### src/rtl/s2m_pkg.sv
// Shared types and constants for the sensor-to-mouse motion block.
package s2m_pkg;

  localparam int VOLT_W      = 12;
  localparam int GAIN_W      = 8;
  localparam int SCALED_W    = 15;
  localparam int DIFF_W      = 17;
  localparam int RAMP_W      = 16;
  localparam int SENS_W      = 16;
  localparam int ACC_W       = 48;
  localparam int FRAC_W      = 24;
  localparam int OFFS_W      = 13;
  localparam int SUM_W       = 15;
  localparam int CAL_SAMPLES = 8;
  localparam int CAL_SHIFT   = $clog2(CAL_SAMPLES);
  localparam int CNT_W       = $clog2(CAL_SAMPLES);
  localparam int MUL_A_W     = 32;
  localparam int MUL_B_W     = 21;
  localparam int PROD_W      = MUL_A_W + MUL_B_W;
  localparam int CFG_IDX_W   = 3;
  localparam int CFG_DATA_W  = 32;

  // divide by 50: multiply by ceil(2^26 / 50), exact for products below 2^20
  localparam logic [MUL_B_W-1:0] RECIP_50    = 21'd1342178;
  localparam int                 RECIP_SHIFT = 26;
  // velocity factor 2e-7 in Q40
  localparam logic [17:0]        FACTOR      = 18'd219902;
  localparam logic [RAMP_W-1:0]  RAMP_LIMIT  = 16'd14600;
  localparam logic [6:0]         WHOLE_MAX   = 7'd127;

  localparam logic [CFG_IDX_W-1:0] CFG_ORIENT = 3'd0;
  localparam logic [CFG_IDX_W-1:0] CFG_GAIN   = 3'd1;
  localparam logic [CFG_IDX_W-1:0] CFG_DZ_H   = 3'd2;
  localparam logic [CFG_IDX_W-1:0] CFG_DZ_V   = 3'd3;
  localparam logic [CFG_IDX_W-1:0] CFG_ACCEL  = 3'd4;
  localparam logic [CFG_IDX_W-1:0] CFG_SENS   = 3'd5;
  localparam logic [CFG_IDX_W-1:0] CFG_SPEED  = 3'd6;

  localparam logic [1:0] ORIENT_90  = 2'd1;
  localparam logic [1:0] ORIENT_180 = 2'd2;
  localparam logic [1:0] ORIENT_270 = 2'd3;

  typedef enum logic [3:0] {
    OP_NONE, OP_LOAD, OP_GMUL, OP_GDIV, OP_GSTORE, OP_DIFF, OP_RAMP,
    OP_PRAMP, OP_PHI, OP_PLO, OP_CLAMP, OP_ACC, OP_WHOLE, OP_EMIT
  } op_t;

  typedef struct packed {
    op_t        op;
    logic [1:0] lane;
    logic       axis;
  } cmd_t;

  typedef struct packed {
    logic nonzero;
    logic out_busy;
  } stat_t;

endpackage

### src/rtl/sensor_to_mouse_motion.sv
// Top level: four sensor voltages in, relative mouse movement counts out.
//
//   channel  | handshake               | payload
//   ---------+-------------------------+---------------------------------------
//   input    | in_valid / in_ready     | mode, volt_up/down/left/right
//   output   | out_valid / out_ready   | move_horiz, move_vert
//   config   | cfg_write (no wait)     | cfg_index, cfg_data
//
// A calibration request is handled in the idle state. A motion request waits for
// the output register if needed; one shared 32x21 multiplier runs twelve
// gain steps, then six steps per axis, one product per cycle.
// Synchronous reset restores configuration defaults and clears offsets, ramps,
// accumulators and sums.
// A new request is taken while a result waits; a second result stalls until
// the first is taken.
module sensor_to_mouse_motion (
  input  logic                           clk,
  input  logic                           rst,
  input  logic                           in_valid,
  output logic                           in_ready,
  input  logic                           mode,
  input  logic [s2m_pkg::VOLT_W-1:0]     volt_up,
  input  logic [s2m_pkg::VOLT_W-1:0]     volt_down,
  input  logic [s2m_pkg::VOLT_W-1:0]     volt_left,
  input  logic [s2m_pkg::VOLT_W-1:0]     volt_right,
  output logic                           out_valid,
  input  logic                           out_ready,
  output logic signed [7:0]              move_horiz,
  output logic signed [7:0]              move_vert,
  input  logic                           cfg_write,
  input  logic [s2m_pkg::CFG_IDX_W-1:0]  cfg_index,
  input  logic [s2m_pkg::CFG_DATA_W-1:0] cfg_data
);
  import s2m_pkg::*;

  cmd_t  cmd;
  stat_t stat;

  s2m_ctrl u_ctrl (
    .clk      (clk),
    .rst      (rst),
    .in_valid (in_valid),
    .mode     (mode),
    .in_ready (in_ready),
    .stat     (stat),
    .cmd      (cmd)
  );

  s2m_dpath u_dpath (
    .clk        (clk),
    .rst        (rst),
    .cmd        (cmd),
    .stat       (stat),
    .cfg_write  (cfg_write),
    .cfg_index  (cfg_index),
    .cfg_data   (cfg_data),
    .mode       (mode),
    .volt_up    (volt_up),
    .volt_down  (volt_down),
    .volt_left  (volt_left),
    .volt_right (volt_right),
    .out_valid  (out_valid),
    .out_ready  (out_ready),
    .move_horiz (move_horiz),
    .move_vert  (move_vert)
  );

endmodule

### src/rtl/s2m_ctrl.sv
// Sequencer that steps the shared multiplier datapath through one request.
module s2m_ctrl (
  input  logic          clk,
  input  logic          rst,
  input  logic          in_valid,
  input  logic          mode,
  output logic          in_ready,
  input  s2m_pkg::stat_t stat,
  output s2m_pkg::cmd_t  cmd
);
  import s2m_pkg::*;

  typedef enum logic [3:0] {
    S_IDLE, S_GMUL, S_GDIV, S_GST, S_DIFF, S_RAMP, S_PRAMP, S_PHI, S_PLO,
    S_CLAMP, S_ACC, S_WHOLE, S_EMIT
  } state_t;

  state_t     state;
  logic [1:0] lane;
  logic       axis;
  logic       emit_ok;

  assign in_ready = (state == S_IDLE);
  assign emit_ok  = !(stat.nonzero && stat.out_busy);

  always_ff @(posedge clk) begin
    if (rst) begin
      state <= S_IDLE;
      lane  <= 2'd0;
      axis  <= 1'b0;
    end else begin
      case (state)
        S_IDLE: begin
          lane <= 2'd0;
          axis <= 1'b0;
          if (in_valid && !mode) state <= S_GMUL;
        end
        S_GMUL: state <= S_GDIV;
        S_GDIV: state <= S_GST;
        S_GST: begin
          lane  <= lane + 2'd1;
          state <= (lane == 2'd3) ? S_DIFF : S_GMUL;
        end
        S_DIFF:  state <= S_RAMP;
        S_RAMP:  state <= S_PRAMP;
        S_PRAMP: state <= S_PHI;
        S_PHI:   state <= S_PLO;
        S_PLO:   state <= S_CLAMP;
        S_CLAMP: state <= S_ACC;
        S_ACC: begin
          axis  <= 1'b1;
          state <= axis ? S_WHOLE : S_RAMP;
        end
        S_WHOLE: state <= S_EMIT;
        S_EMIT: begin
          // hold until the output register can take the result
          if (emit_ok) state <= S_IDLE;
        end
        default: state <= S_IDLE;
      endcase
    end
  end

  always_comb begin
    cmd.lane = lane;
    cmd.axis = axis;
    case (state)
      S_IDLE:  cmd.op = in_valid ? OP_LOAD : OP_NONE;
      S_GMUL:  cmd.op = OP_GMUL;
      S_GDIV:  cmd.op = OP_GDIV;
      S_GST:   cmd.op = OP_GSTORE;
      S_DIFF:  cmd.op = OP_DIFF;
      S_RAMP:  cmd.op = OP_RAMP;
      S_PRAMP: cmd.op = OP_PRAMP;
      S_PHI:   cmd.op = OP_PHI;
      S_PLO:   cmd.op = OP_PLO;
      S_CLAMP: cmd.op = OP_CLAMP;
      S_ACC:   cmd.op = OP_ACC;
      S_WHOLE: cmd.op = OP_WHOLE;
      S_EMIT:  cmd.op = emit_ok ? OP_EMIT : OP_NONE;
      default: cmd.op = OP_NONE;
    endcase
  end

endmodule

### src/rtl/s2m_dpath.sv
// Datapath: config registers, shared multiplier, axis state and output register.
module s2m_dpath (
  input  logic                                clk,
  input  logic                                rst,
  input  s2m_pkg::cmd_t                       cmd,
  output s2m_pkg::stat_t                      stat,
  input  logic                                cfg_write,
  input  logic [s2m_pkg::CFG_IDX_W-1:0]       cfg_index,
  input  logic [s2m_pkg::CFG_DATA_W-1:0]      cfg_data,
  input  logic                                mode,
  input  logic [s2m_pkg::VOLT_W-1:0]          volt_up,
  input  logic [s2m_pkg::VOLT_W-1:0]          volt_down,
  input  logic [s2m_pkg::VOLT_W-1:0]          volt_left,
  input  logic [s2m_pkg::VOLT_W-1:0]          volt_right,
  output logic                                out_valid,
  input  logic                                out_ready,
  output logic signed [7:0]                   move_horiz,
  output logic signed [7:0]                   move_vert
);
  import s2m_pkg::*;

  // configuration
  logic [1:0]  orientation;
  logic [31:0] gain_word;
  logic [11:0] dz [2];
  logic [7:0]  accel_step;
  logic [31:0] sens_word;
  logic [7:0]  speed_limit;

  // item and axis state
  logic [VOLT_W-1:0]          vin [4];
  logic [SCALED_W-1:0]        gv [4];
  logic signed [DIFF_W-1:0]   dval [2];
  logic [RAMP_W-1:0]          ramp [2];
  logic signed [ACC_W-1:0]    acc [2];
  logic signed [OFFS_W-1:0]   offset [2];
  logic signed [7:0]          whole [2];
  logic [SUM_W-1:0]           cal_sums [4];
  logic [CNT_W-1:0]           cal_count;
  logic [PROD_W-1:0]          prod;
  logic [15:0]                plow;
  logic [49:0]                mhi;
  logic [31:0]                mag_q;

  logic [MUL_A_W-1:0]         mul_a;
  logic [MUL_B_W-1:0]         mul_b;
  logic [VOLT_W-1:0]          raw [4];
  logic [SUM_W-1:0]           sum_next [4];
  logic signed [DIFF_W-1:0]   diff [2];
  logic signed [DIFF_W-1:0]   dz_out [2];
  logic signed [DIFF_W-1:0]   dneg;
  logic [15:0]                mag_d;
  logic [SENS_W-1:0]          sens_sel;
  logic [50:0]                msum;
  logic [31:0]                lim;
  logic signed [ACC_W:0]      acc_sum;
  logic signed [ACC_W:0]      step_val;
  logic signed [ACC_W-1:0]    acc_sat;
  logic [ACC_W:0]             absa [2];
  logic [ACC_W-FRAC_W:0]      ipart [2];
  logic [6:0]                 wmag [2];
  logic signed [7:0]          wval [2];

  assign raw[0] = volt_up;
  assign raw[1] = volt_down;
  assign raw[2] = volt_left;
  assign raw[3] = volt_right;

  assign stat.nonzero  = (whole[0] != 8'sd0) || (whole[1] != 8'sd0);
  assign stat.out_busy = out_valid && !out_ready;

  // operand select for the shared multiplier
  always_comb begin
    dneg     = -dval[cmd.axis];
    mag_d    = dval[cmd.axis][DIFF_W-1] ? dneg[15:0] : dval[cmd.axis][15:0];
    sens_sel = cmd.axis ? sens_word[31:16] : sens_word[15:0];
    case (cmd.op)
      OP_GMUL: begin
        mul_a = {20'd0, vin[cmd.lane]};
        mul_b = {13'd0, gain_word[8*cmd.lane +: 8]};
      end
      OP_GDIV: begin
        mul_a = {12'd0, prod[19:0]};
        mul_b = RECIP_50;
      end
      OP_RAMP: begin
        mul_a = {16'd0, mag_d};
        mul_b = {5'd0, sens_sel};
      end
      OP_PRAMP: begin
        mul_a = prod[31:0];
        mul_b = {5'd0, ramp[cmd.axis]};
      end
      OP_PHI: begin
        mul_a = prod[47:16];
        mul_b = {3'd0, FACTOR};
      end
      OP_PLO: begin
        mul_a = {16'd0, plow};
        mul_b = {3'd0, FACTOR};
      end
      default: begin
        mul_a = '0;
        mul_b = '0;
      end
    endcase
  end

  // calibration sums
  always_comb begin
    for (int i = 0; i < 4; i++) sum_next[i] = cal_sums[i] + SUM_W'(raw[i]);
  end

  // axis differences and deadzone
  always_comb begin
    diff[0] = $signed({2'b00, gv[2]}) - $signed({2'b00, gv[3]})
              - DIFF_W'(offset[0]);
    diff[1] = $signed({2'b00, gv[0]}) - $signed({2'b00, gv[1]})
              - DIFF_W'(offset[1]);
    for (int i = 0; i < 2; i++) begin
      if (diff[i] < -$signed({5'd0, dz[i]}))
        dz_out[i] = diff[i] + $signed({5'd0, dz[i]});
      else if (diff[i] > $signed({5'd0, dz[i]}))
        dz_out[i] = diff[i] - $signed({5'd0, dz[i]});
      else
        dz_out[i] = '0;
    end
  end

  // clamp and accumulate
  always_comb begin
    msum     = {1'b0, mhi} + 51'(prod[33:16]);
    lim      = {speed_limit, 24'd0};
    step_val = dval[cmd.axis][DIFF_W-1] ? -$signed({17'd0, mag_q})
                                        : $signed({17'd0, mag_q});
    acc_sum  = $signed({acc[cmd.axis][ACC_W-1], acc[cmd.axis]}) + step_val;
    if (acc_sum[ACC_W] != acc_sum[ACC_W-1])
      acc_sat = acc_sum[ACC_W] ? {1'b1, {(ACC_W-1){1'b0}}} : {1'b0, {(ACC_W-1){1'b1}}};
    else
      acc_sat = acc_sum[ACC_W-1:0];
  end

  // whole counts, truncated toward zero
  always_comb begin
    for (int i = 0; i < 2; i++) begin
      absa[i]  = acc[i][ACC_W-1] ? ((ACC_W+1)'(0) - {acc[i][ACC_W-1], acc[i]})
                                 : {1'b0, acc[i]};
      ipart[i] = absa[i][ACC_W:FRAC_W];
      wmag[i]  = (ipart[i] > (ACC_W-FRAC_W+1)'(WHOLE_MAX)) ? WHOLE_MAX : ipart[i][6:0];
      wval[i]  = acc[i][ACC_W-1] ? -$signed({1'b0, wmag[i]}) : $signed({1'b0, wmag[i]});
    end
  end

  // configuration
  always_ff @(posedge clk) begin
    if (rst) begin
      orientation <= '0;
      gain_word   <= 32'h3232_3232;
      dz[0]       <= '0;
      dz[1]       <= '0;
      accel_step  <= '0;
      sens_word   <= '0;
      speed_limit <= '0;
    end else if (cfg_write) begin
      case (cfg_index)
        CFG_ORIENT: orientation <= cfg_data[1:0];
        CFG_GAIN:   gain_word   <= cfg_data;
        CFG_DZ_H:   dz[0]       <= cfg_data[11:0];
        CFG_DZ_V:   dz[1]       <= cfg_data[11:0];
        CFG_ACCEL:  accel_step  <= cfg_data[7:0];
        CFG_SENS:   sens_word   <= cfg_data;
        CFG_SPEED:  speed_limit <= cfg_data[7:0];
        default: ;
      endcase
    end
  end

  // payload pipeline registers
  always_ff @(posedge clk) begin
    prod <= {21'd0, mul_a} * {32'd0, mul_b};
    case (cmd.op)
      OP_LOAD: begin
        case (orientation)
          ORIENT_90: begin
            vin[0] <= volt_left;  vin[2] <= volt_down;
            vin[1] <= volt_right; vin[3] <= volt_up;
          end
          ORIENT_180: begin
            vin[0] <= volt_down;  vin[1] <= volt_up;
            vin[2] <= volt_right; vin[3] <= volt_left;
          end
          ORIENT_270: begin
            vin[0] <= volt_right; vin[3] <= volt_down;
            vin[1] <= volt_left;  vin[2] <= volt_up;
          end
          default: begin
            for (int i = 0; i < 4; i++) vin[i] <= raw[i];
          end
        endcase
      end
      OP_GSTORE: gv[cmd.lane] <= prod[RECIP_SHIFT +: SCALED_W];
      OP_DIFF: begin
        dval[0] <= dz_out[0];
        dval[1] <= dz_out[1];
      end
      OP_PHI:   plow  <= prod[15:0];
      OP_PLO:   mhi   <= prod[49:0];
      OP_CLAMP: mag_q <= (msum > 51'(lim)) ? lim : msum[31:0];
      default: ;
    endcase
  end

  // persistent state and output register
  always_ff @(posedge clk) begin
    if (rst) begin
      for (int i = 0; i < 2; i++) begin
        ramp[i]   <= '0;
        acc[i]    <= '0;
        offset[i] <= '0;
        whole[i]  <= '0;
      end
      for (int i = 0; i < 4; i++) cal_sums[i] <= '0;
      cal_count  <= '0;
      out_valid  <= 1'b0;
      move_horiz <= '0;
      move_vert  <= '0;
    end else begin
      if (cmd.op == OP_EMIT && stat.nonzero) out_valid <= 1'b1;
      else if (out_ready) out_valid <= 1'b0;
      case (cmd.op)
        OP_LOAD: begin
          if (mode) begin
            if (cal_count == CNT_W'(CAL_SAMPLES - 1)) begin
              offset[0] <= $signed({1'b0, sum_next[2][SUM_W-1:CAL_SHIFT]})
                           - $signed({1'b0, sum_next[3][SUM_W-1:CAL_SHIFT]});
              offset[1] <= $signed({1'b0, sum_next[0][SUM_W-1:CAL_SHIFT]})
                           - $signed({1'b0, sum_next[1][SUM_W-1:CAL_SHIFT]});
              for (int i = 0; i < 4; i++) cal_sums[i] <= '0;
              cal_count <= '0;
            end else begin
              for (int i = 0; i < 4; i++) cal_sums[i] <= sum_next[i];
              cal_count <= cal_count + CNT_W'(1);
            end
          end
        end
        OP_RAMP: begin
          if (dval[cmd.axis] == '0)
            ramp[cmd.axis] <= '0;
          else if (ramp[cmd.axis] < RAMP_LIMIT)
            ramp[cmd.axis] <= ramp[cmd.axis] + RAMP_W'(accel_step);
        end
        OP_ACC: acc[cmd.axis] <= acc_sat;
        OP_WHOLE: begin
          whole[0] <= wval[0];
          whole[1] <= wval[1];
        end
        OP_EMIT: begin
          if (stat.nonzero) begin
            for (int i = 0; i < 2; i++)
              acc[i] <= acc[i] - $signed({{16{whole[i][7]}}, whole[i], 24'd0});
            move_horiz <= whole[0];
            move_vert  <= whole[1];
          end
        end
        default: ;
      endcase
    end
  end

endmodule

### config.mk
export PLATFORM = sky130hd
export DESIGN_NAME = sensor_to_mouse_motion
export DESIGN_NICKNAME = d
export VERILOG_FILES = /design/src/rtl/s2m_pkg.sv /design/src/rtl/sensor_to_mouse_motion.sv /design/src/rtl/s2m_ctrl.sv /design/src/rtl/s2m_dpath.sv
export SDC_FILE = /design/constraint.sdc
export NUM_CORES = 2
export LEC_CHECK = 0
export ABC_AREA = 1
export CAP_MARGIN = 20
export CORE_MARGIN = 2
export CORE_UTILIZATION = 48
export CTS_CLUSTER_DIAMETER = 50
export DETAILED_ROUTE_END_ITERATION = 8
export DONT_BUFFER_PORTS = 1
export HOLD_SLACK_MARGIN = 0.12
export PLACE_DENSITY = 0.61
export SYNTH_ARGS = -nofsm -noshare
export SYNTH_HDL_FRONTEND = slang
export SYNTH_HIERARCHICAL = 1
export SYNTH_SLANG_ARGS = --single-unit
### constraint.sdc
create_clock -name clk -period 12.7 [get_ports clk]
set_input_delay 0.635 -clock clk [delete_from_list [all_inputs] [get_ports clk]]
set_output_delay 0.635 -clock clk [all_outputs]
set_load 0.01 [all_outputs]
Word-level counts from Yosys, hierarchy flattened
Memories as Yosys holds them, arrays and structs flattened. A register that Yosys moved wholly into a read port is not among the register bits.
Index checks and enable logic that the tools add are counted.
{"block": "op_classes", "n_addsub": 29, "multipliers": 1, "magnitude_cmp": 8, "n_eq_ne": 39, "n_shift": 1, "muxes": 129, "bitwise": 29, "n_reduce_logical": 27}
{"operator": "48-bit two-way mux", "n": 5}
{"operator": "32-bit one-hot mux with 6 select lines", "n": 1}
{"operator": "12-bit two-way mux", "n": 14}
{"operator": "49-bit two-way mux", "n": 3}
{"operator": "15-bit two-way mux", "n": 8}
{"operator": "21-bit one-hot mux with 5 select lines", "n": 1}
{"operator": "4-bit one-hot mux with 13 select lines", "n": 2}
{"operator": "1-bit by 48-bit subtractor with 49-bit output (first input constant)", "n": 2}
{"operator": "48-bit by 32-bit subtractor with 48-bit output", "n": 2}
{"operator": "1-bit two-way mux", "n": 68}
{"operator": "17-bit two-way mux", "n": 4}
{"operator": "16-bit two-way mux", "n": 4}
{"operator": "15-bit by 12-bit adder with 15-bit output", "n": 4}
{"operator": "50-bit by 18-bit adder with 51-bit output", "n": 1}
{"operator": "51-bit by 32-bit > comparator with 1-bit output", "n": 1}
{"operator": "25-bit by 7-bit > comparator with 1-bit output (second input constant)", "n": 2}
{"operator": "32-bit by 21-bit multiplier with 50-bit output", "n": 1}
{"operator": "48-bit by 49-bit adder with 49-bit output", "n": 1}
{"operator": "32-bit negation with 49-bit output", "n": 1}
{"operator": "48-bit OR reduction", "n": 1}
{"operator": "4-bit == test (second input constant)", "n": 11}
{"operator": "17-bit by 13-bit adder with 17-bit output", "n": 2}
{"operator": "17-bit by 13-bit > comparator with 1-bit output", "n": 2}
{"operator": "17-bit less-than comparator", "n": 2}
{"operator": "other kinds (45)", "n": 120}
{"block": "word_totals", "ff_bits": 257, "ramBits": 396, "input_bits": 89, "out_inout_bits": 18, "wordCells": 289, "mem_count": 9}
{"memory": "u_dpath.acc", "depth": 2, "word_bits": 48, "read_ports": 3, "rd_clocked_by_memory_dff": 1, "write_ports": 2, "line_no": "s2m_dpath.sv:35", "text": "logic signed [ACC_W-1:0] acc [2];"}
{"memory": "u_dpath.cal_sums", "depth": 4, "word_bits": 15, "read_ports": 4, "rd_clocked_by_memory_dff": 0, "write_ports": 4, "line_no": "s2m_dpath.sv:38", "text": "logic [SUM_W-1:0] cal_sums [4];"}
{"memory": "u_dpath.gv", "depth": 4, "word_bits": 15, "read_ports": 4, "rd_clocked_by_memory_dff": 0, "write_ports": 1, "line_no": "s2m_dpath.sv:32", "text": "logic [SCALED_W-1:0] gv [4];"}
{"memory": "u_dpath.vin", "depth": 4, "word_bits": 12, "read_ports": 1, "rd_clocked_by_memory_dff": 1, "write_ports": 4, "line_no": "s2m_dpath.sv:31", "text": "logic [VOLT_W-1:0] vin [4];"}
{"memory": "u_dpath.dval", "depth": 2, "word_bits": 17, "read_ports": 1, "rd_clocked_by_memory_dff": 1, "write_ports": 2, "line_no": "s2m_dpath.sv:33", "text": "logic signed [DIFF_W-1:0] dval [2];"}
{"memory": "u_dpath.ramp", "depth": 2, "word_bits": 16, "read_ports": 1, "rd_clocked_by_memory_dff": 1, "write_ports": 2, "line_no": "s2m_dpath.sv:34", "text": "logic [RAMP_W-1:0] ramp [2];"}
{"memory": "+3 memories"}

Logic depth before layout (Yosys ltp)
An unclocked memory read counts as a cell.
{"block": "logic_depth", "ltp_word": 13, "mapped_depth": 46, "ltp_nobuf": 43}

Modules after synthesis
The synthesis kept the hierarchy.
{"module": "s2m_dpath", "instances": 1, "cells_per_inst": 8720, "area_per_inst_um2": 67370.9, "seq_area_each_um2": 17727.0}
{"module": "s2m_ctrl", "instances": 1, "cells_per_inst": 74, "area_per_inst_um2": 460.4, "seq_area_each_um2": 140.1}

Worst setup path before layout
Ideal clock, no wire load.
{"block": "synth_path", "path_kind": "reg-to-reg", "from": "mem u_dpath.whole[1][2] (netlist: u_dpath/whole[0][10])", "to": "reg u_dpath.prod[47]", "setup_time_ns": 0.126, "arrival_ns": 9.563, "t_required_ns": 12.574, "slack_ns": 3.011, "stages_incl_launch_ff": 43, "path_buffers": 2, "synth_period_minus_slack_ns": 9.689, "path_cell_list": "edfxtp_1 -> nor4_1 -> nand4_1 -> nand2_1 -> nand3_1 -> nand2_1 -> inv_1 -> nor2_1 -> inv_1 -> nor2_1 -> clkbuf_1 -> a221oi_1 -> nand2_1 -> buf_2 -> nand2_1 -> fa_1 -> inv_1 -> fa_1 -> [... 7 more ...] -> fa_1 -> inv_1 -> fa_1 -> inv_1 -> ha_1 -> nand2_1 -> inv_1 -> a21oi_1 -> nand2_1 -> nand2_1 -> o211ai_1 -> a21oi_1 -> inv_1 -> a21oi_1 -> o21bai_1 -> nand3_1 -> o211ai_1 -> xor2_1"}
{"element": "start, declared", "line_no": "s2m_dpath.sv:37", "text": "logic signed [7:0] whole [2];"}
{"element": "end signal, assigned", "line_no": "s2m_dpath.sv:180", "text": "prod <= {21'd0, mul_a} * {32'd0, mul_b};"}
{"element": "end, declared", "line_no": "s2m_dpath.sv:40", "text": "logic [PROD_W-1:0] prod;"}

==> flow_metrics.env <==
export IMPL_cts_tree="built"
export IMPL_worstPathArrival_ns=11.61
export IMPL_maxSlewViolCount=0
export IMPL_vias=59120
export IMPL_criticalPathCategory="register to register"
export IMPL_reg2reg_depth=41
export IMPL_path_depth=41
export IMPL_grt_max_degree=72
export IMPL_core_um2=139900
export IMPL_status="complete, no violations"
export IMPL_synth_distinct_cells=72
export IMPL_synthCells=8794
export IMPL_cts_buffers=88
export IMPL_finalSetupViolations=0
export IMPL_yosysSeqAreaShare_pct=26.34
export IMPL_hold_class="input pin to register"
export IMPL_nNetsFinal=9942
export IMPL_slowest_stage="inv_1"
export IMPL_antenna_found_initial=16
export IMPL_finalCriticalPeriod_ns=11.04
export IMPL_drive_gt1_share_pct=4.555
export IMPL_period_share_pct=86.91
export IMPL_p_per_area_nw_per_um2=108.0
export IMPL_yosys_area_top_type="edfxtp_1"
export IMPL_grt_pass1_vias=58050
export IMPL_netlist_area_leader_share_pct=21.21
export IMPL_dp_cells=10530
export IMPL_grt_util_all_layers_pct=31.20
export IMPL_die_w_um=379.9
export IMPL_start_kind="register"
export IMPL_fp_row_count=137
export IMPL_fin_util_pct=52.44
export IMPL_synthTopCellsByArea="edfxtp_1, fa_1, nand2_1"
export IMPL_synth_edf_count=479
export IMPL_port_buffer_count=0
export IMPL_synth_area_um2=67830
export IMPL_fin_worst_skew_ns=0.02668
export IMPL_cts_sinks=653
export IMPL_worst_slew_pin_slew_ns=1.153
export IMPL_worst_path_most_repeated_cell="inv_1"
export IMPL_post_cts_resized=0
export IMPL_h_tree_depth=3
export IMPL_wl_per_cell_um=21.15
export IMPL_path_clk_slew_ns=0.06
export IMPL_synth_seq_cells=653
export IMPL_route_antenna_remaining_nets=0
export IMPL_via_per_inst=5.509
export IMPL_worstSetupEndpointType="register"
export IMPL_die_h_um=379.9
export IMPL_cap_violations=0
export IMPL_stdcell_count=10730
export IMPL_place_gp_congestion=0.9980
export IMPL_avgSynthCellArea_um2=7.713
export IMPL_die_area_um2=144300
export IMPL_root_buffer="clkbuf_16"
export IMPL_drc=0
export IMPL_dp_hpwl_mm=181.4
export IMPL_critPathBufInv=12
export IMPL_fill_cells=13760
export IMPL_hold_viol=0
export IMPL_yosys_top_cells_count="nand2_1, inv_1, nor2_1"
export IMPL_timing_fmax_mhz=90.60
export IMPL_area_growth_pct=8.131
export IMPL_drtIter0Drc=5448
export IMPL_tns_ns=0
export IMPL_grt_overflow=0
export IMPL_irDropWorstVdd_mv=0.1142
export IMPL_clockBufferDepth=3
export IMPL_grt_pass1_wl_mm=345.4
export IMPL_boundaryPins=107
export IMPL_timing_final_ws_setup_ns=1.662
export IMPL_synth_most_common_cell="nand2_1"
export IMPL_crit_required_ns=13.28
export IMPL_wl_mm=226.9
export IMPL_crit_path_max_incr_delay_ns=0.69
export IMPL_p_leak_nw=34.52
export IMPL_first_pass_iters=7
export IMPL_dpl_cell_area_um2=70040
export IMPL_yosysWarnings=6
export IMPL_whs_path_depth=2
export IMPL_initial_core_util_pct=48.49
export IMPL_slew_headroom_pct=23.13
export IMPL_finalInstanceArea_um2=73350
export IMPL_cp_max_fo=22
export IMPL_dpl_worst_slack_ns=1.801
export IMPL_crit_family="adder cells"
export IMPL_synth_flop_cell="edfxtp_1"
export IMPL_async_reset_ff_share_pct=0
export IMPL_clk_latency_ns=0.71
export IMPL_rsz0062_at_grt="false"
## sequential cells by signal, summed over array words and instances (netlist names), 3 cells and up
register,cells
u_ctrl/state,4
u_dpath/acc,96
u_dpath/accel_step,8
u_dpath/cal_count,3
u_dpath/cal_sums,60
u_dpath/dval,34
u_dpath/dz,24
u_dpath/gain_word,32
u_dpath/gv,60
u_dpath/mag_q,32
u_dpath/mhi,50
u_dpath/move_horiz,8
u_dpath/move_vert,8
u_dpath/offset,26
u_dpath/plow,16
u_dpath/prod,50
u_dpath/ramp,32
u_dpath/sens_word,32
u_dpath/speed_limit,8
u_dpath/vin,48
u_dpath/whole,16
## worst paths after layout
kind | endpoint | from | slack, ns
max | u_dpath/prod[47]$_DFF_P_ | u_dpath/whole[0][1]$_SDFFCE_PN0P_ | 1.66
min | u_dpath/vin[2][0]$_DFFE_PP_ | volt_left[0] | 0.16
max reg2reg | u_dpath/prod[47]$_DFF_P_ | u_dpath/whole[0][1]$_SDFFCE_PN0P_ | 1.66
min reg2reg | u_dpath/gain_word[29]$_SDFFE_PP1P_ | u_dpath/gain_word[29]$_SDFFE_PP1P_ | 0.46
## through the flow
step / power (W) / hold WS [ns]
after global placement: 0.005333 / 0.4384
after CTS: 0.007905 / 0.1215
final: 0.007919 / 0.1647
after global routing: 0.008362 / 0.1537
after detailed placement: 0.005370 / 0.4447
after floorplan: 0.004503 / 0.3855
## placed cells by master, fill, tap and decap left out, drive strengths merged, types with 26 or more instances in the layout
| master | synthesis | final |
|---|---|---|
| nand2 | 1816 | 1816 |
| o21a | 32 | 32 |
| ha | 526 | 526 |
| nand4 | 64 | 64 |
| dlygate4sd3 | 0 | 28 |
| fa | 553 | 553 |
| a21oi | 599 | 599 |
| nor2 | 940 | 940 |
| nand3 | 367 | 367 |
| inv | 1631 | 1648 |
| dfxtp | 174 | 174 |
| a31oi | 45 | 45 |
| a221oi | 31 | 31 |
| nor3 | 102 | 102 |
| xnor2 | 106 | 106 |
| or2 | 47 | 47 |
| o21bai | 26 | 26 |
| xor2 | 248 | 248 |
| buf | 44 | 85 |
| o211ai | 33 | 33 |
| clkinv | 11 | 34 |
| edfxtp | 479 | 479 |
| clkbuf | 202 | 117 |
| o22ai | 41 | 41 |
| o21ai | 511 | 511 |
## logic make-up after synthesis
group / count (synthesis) / synth area share, %
AO/OA/AOI/OAI: 1428 / 11.89
XOR/XNOR: 354 / 4.621
adder cells (fa/ha/maj): 1079 / 26.02
buffers and inverters: 1888 / 10.60
flip-flops: 653 / 26.34
multiplexers: 10 / 0.1476
other: 1 / 0.005528
AND/OR/NAND/NOR: 3381 / 20.37
## timing repair
item                      CTS  global route
hold endpoints to repair   55             0
setup buffers               0             0
hold buffers               28             0
## area by class of cell
| cell class | instances | area, µm² | area share [%] |
|---|---|---|---|
| multi-input cells | 6276 | 43010 | 58.64 |
| flip-flops and latches | 653 | 17870 | 24.37 |
| inverters | 1642 | 6167 | 8.408 |
| clock buffers | 117 | 2492 | 3.398 |
| well taps | 1876 | 2347 | 3.200 |
| repair buffers | 113 | 982.2 | 1.339 |
| clock inverters | 47 | 457.9 | 0.6243 |
| diodes | 6 | 15.01 | 0.02047 |
## layer usage
layer	GRT usage [%]	up-vias	share of wire, %
met2	51.36	2060	46
met1	41.29	28490	42
met5	0	-	0.028
met4	12.09	10	4.4
li1	-	28130	-
met3	4.820	424	7.2
## power breakdown
part           leakage [nW]  switching [W]  internal (W)  total [W]
clock network          1.45        0.00105       0.00147    0.00251
registers              6.10       0.000191       0.00250    0.00269
logic                  27.0        0.00185      0.000859    0.00271
No activity file was read; power rests on OpenSTA's default activity.
